### src/hw/rtl/twis_ram.sv
// Simple dual-port synchronous RAM with one write port and one registered read port.
// Used for the child table and the word-end marks; depends on nothing.
module twis_ram #(
   parameter int DEPTH  = 256,
   parameter int ADDR_W = 8,
   parameter int DATA_W = 8
) (
   input  logic              clock,
   input  logic              wr_en,
   input  logic [ADDR_W-1:0] wr_addr,
   input  logic [DATA_W-1:0] wr_data,
   input  logic              rd_en,
   input  logic [ADDR_W-1:0] rd_addr,
   output logic [DATA_W-1:0] rd_data
);

   logic [DATA_W-1:0] mem [DEPTH];
   logic [DATA_W-1:0] rd_data_ff;

   always_ff @(posedge clock) begin
      if (wr_en) begin
         mem[wr_addr] <= wr_data;
      end
      if (rd_en) begin
         rd_data_ff <= mem[rd_addr];
      end
   end

   assign rd_data = rd_data_ff;

endmodule

### config.mk
export PLATFORM = sky130hd
export DESIGN_NAME = twis_ram
export DESIGN_NICKNAME = d
export VERILOG_FILES = /design/src/hw/rtl/twis_ram.sv
export SDC_FILE = /design/constraint.sdc
export NUM_CORES = 2
export LEC_CHECK = 0
export BUFFER_PORTS_ARGS = -buffer_cell sky130_fd_sc_hd__buf_2
export CORE_MARGIN = 2
export CORE_UTILIZATION = 45
export DETAILED_ROUTE_END_ITERATION = 8
export PLACE_DENSITY_LB_ADDON = 0.25
export SLEW_MARGIN = 10
export SYNTH_ARGS = -nofsm -noshare
export SYNTH_HDL_FRONTEND = slang
export SYNTH_SLANG_ARGS = --single-unit
### constraint.sdc
create_clock -name clock -period 2.5 [get_ports clock]
set_input_delay 0.375 -clock clock [delete_from_list [all_inputs] [get_ports clock]]
set_output_delay 0.375 -clock clock [all_outputs]
set_load 0.005 [all_outputs]
==> flow_summary.ini <==
[synth]
synth-edff-count = 2056
seq_area_frac_synth_pct = 77.5
syn_inst = 3733
yosys.area.top_type = edfxtp_1
synth_top_area_share_pct = 77.5
netlist_area_mm2 = 0.0796
ys.warnings.count = 0
syn_nets = 3760
synthTopCellsByArea = edfxtp_1 78%, mux4_2 13%, mux2i_1 1.7%
async_flop_share_pct = 0
synth_cell_types = 54
syn_area_per_cell_um2 = 21.3
synthFlopType = edfxtp_1
ys_seq_elements = 2056

[clocking]
tritoncts = yes
cts_buffer_depth = 3
cts_inserted_buffers = 202
clkLatencyLatePin_ps = 830
post_cts_buffers = 0
clock-sinks = 2056
clockRootBuffer = clkbuf_16
clkTransAtPathRegs_ps = 60
cts_htree_levels = 4

[worst_setup_path]
worstPathMaxFanout = 1
slowest_stage = mux4_2
end_kind = register
startpoint_type = register
cp_cell_sequence = mux4_2, a22oi_1, a21oi_1, nor4_2, buf_4, nor4_1
max_stage_delay_ps = 520
path_class = reg2reg
crit_arrival_ps = 3060
crit_buf_inv = 1
worstPathRequired_ps = 3070
path_delay_family = compound AO/OA/AOI/OAI gates

[sta]
tightest_slew_ps = 812
timing.final.crit_share_pct = 99.6
period_needed_ps = 2490
fmax_mhz = 401
max-slew-margin-rel_pct = 45.8
setup_violations = 0
finalHoldViolCount = 0
grt_setup_unrepaired = no
fin_ws_ps = 9.11
final_max_slew_viol_count = 0
clock-skew-final_ps = 44.3

[route]
wirelength_um = 202000
first_pass_iters = 5
wl_per_cell_um = 28.8
final_antenna_net_count = 0
drcViolationCount = 0
drt_first_iter_violations = 4683
viasPerCell = 5.85
route.vias.total = 41100

[floorplanning]
io_pins = 35
num_rows = 154
die_h_um = 425
initial_utilization_pct = 45.3
die_area_mm2 = 0.180
core-area_mm2 = 0.176
fp.dieW_um = 425

[grt]
grt_max_degree = 96
grt_use_met2_pct = 36.0
antenna_found_initial = 11
grt_pass1_wl_um = 292000
met3_usage_pct = 3.89
gr-total-overflow = 0
grt.total_usage_pct = 22.5
grt_pass1_vias = 41100
grt_busiest_layer = met2
grt_use_met1_pct = 32.1

[final_layout]
area_growth_pct = 19.2
final_nets = 4548
drive_gt1_share_pct = 33.6
finalNonFillerCells = 7021

[placed_design]
gp_congestion = 0.876
pre_cts_ws_ps = -930
dp_hpwl_um = 133000
place_inst = 6654
portBuffers = 34

[power]
leakagePower_nw = 31.0
ir_worst_vdd_uv = 577
pwr_density_cell_mw_per_mm2 = 752

[job]
max-cap-violations = 0

[min_path]
hp-class = in2reg

[outcome]
status = finished clean
## cells in the mapped netlist, types with 21 or more instances
library cell	n
a21oi_1	96
a22oi_1	133
buf_1	22
buf_2	31
buf_4	27
buf_6	21
clkbuf_1	111
edfxtp_1	2056
mux2i_1	134
mux4_2	454
nand2_1	33
nand3_1	34
nor2_1	282
nor2b_1	31
nor3_1	22
nor4_1	24
o221ai_1	46
o22ai_1	28
## cells by family (layout without fill, tap and decap cells)
kind of cell | after synthesis | count (layout) | share of synthesized area (%)
mux | 591 | 591 | 14.6
compound gates | 385 | 385 | 3.42
flops | 2056 | 2056 | 77.5
buf+inv | 235 | 1179 | 1.83
simple gates | 466 | 466 | 2.63
other cells | 0 | 4 | 0
## path summary, 6_finish.rpt
check / endpoint / depth (start not counted) / start / slack (ps)
min reg2reg: rd_data[2]$_DFFE_PP_ / 5 / mem[178][2]$_DFFE_PP_ / 1180
min: mem[206][4]$_DFFE_PP_ / 1 / wr_data[4] / 60
max: rd_data[4]$_DFFE_PP_ / 6 / mem[202][4]$_DFFE_PP_ / 9
max reg2reg: rd_data[4]$_DFFE_PP_ / 6 / mem[202][4]$_DFFE_PP_ / 9
## layout make-up
| class | count | area [um^2] |
|---|---|---|
| repair buffers | 817 | 7390 |
| diodes | 4 | 10.0 |
| inverters | 2 | 7.51 |
| clock buffers | 247 | 5330 |
| flip-flops and latches | 2056 | 61700 |
| fillers | 13400 | 81000 |
| multi-input cells | 1442 | 16600 |
| well taps | 2340 | 2930 |
| clock inverters | 113 | 1000 |
## layout by cell type (no fill, tap or decap), types with 13 or more instances in the layout
master	instances
clkinv_1	48
mux4_2	454
a211oi_1	15
o221ai_1	46
buf_12	98
nor2_1	277
buf_2	22
clkinv_2	36
nor4_1	20
nand3_1	32
a21oi_1	96
clkbuf_1	40
nor3_1	21
a22oi_1	133
edfxtp_1	2056
clkbuf_16	207
mux2i_1	134
o22ai_1	28
bufinv_16	13
buf_4	682
nand2_1	33
a221oi_1	13
nor2b_1	28
## layer usage
layer / vias to the layer above / share of wire [%]
li1: 17300 / -
met3: 286 / 7.5
met5: - / 0
met2: 1639 / 48
met4: 0 / 2.8
met1: 21800 / 41
## worst register-to-register path, stage by stage (launching register included)
cell,delay [ps]
edfxtp_1,370
mux4_2,520
a22oi_1,300
a21oi_1,300
nor4_2,480
buf_4,220
nor4_1,50
## per-stage QoR
| step | total power [mW] | cell area [um^2] | util (%) | TNS [ps] | hold slack [ps] |
|---|---|---|---|---|---|
| after floorplan | 40.6 | 79600 | - | 0 | 474 |
| after global placement | 42.8 | 88500 | 50.3 | -5390 | 806 |
| after detailed placement | 42.9 | 88500 | 50.3 | -5540 | 817 |
| after CTS | 71.9 | 94900 | 54.0 | -8.52 | 5.69 |
| after global routing | 73.4 | 95000 | 54.0 | 0 | 39.6 |
| final | 71.4 | 95000 | 54.0 | 0 | 57.7 |
## power breakdown
group	internal, mW	switching [mW]
Combinational	1.72	2.38
Clock	16.5	12.8
Sequential	38.0	0.0386
Total	56.2	15.2
## state kept, by name, summed over array words and instances (netlist names)
register,count
mem,2048
rd_data,8
## repair_timing
action / in CTS / in global routing
hold buffers: 4 / 0
pin swaps: 3 / 4
gates resized for setup: 7 / 7
endpoints found under the setup margin: 4 / 3
hold endpoints to repair: 53 / 0
(Power assumes the default switching activity.)
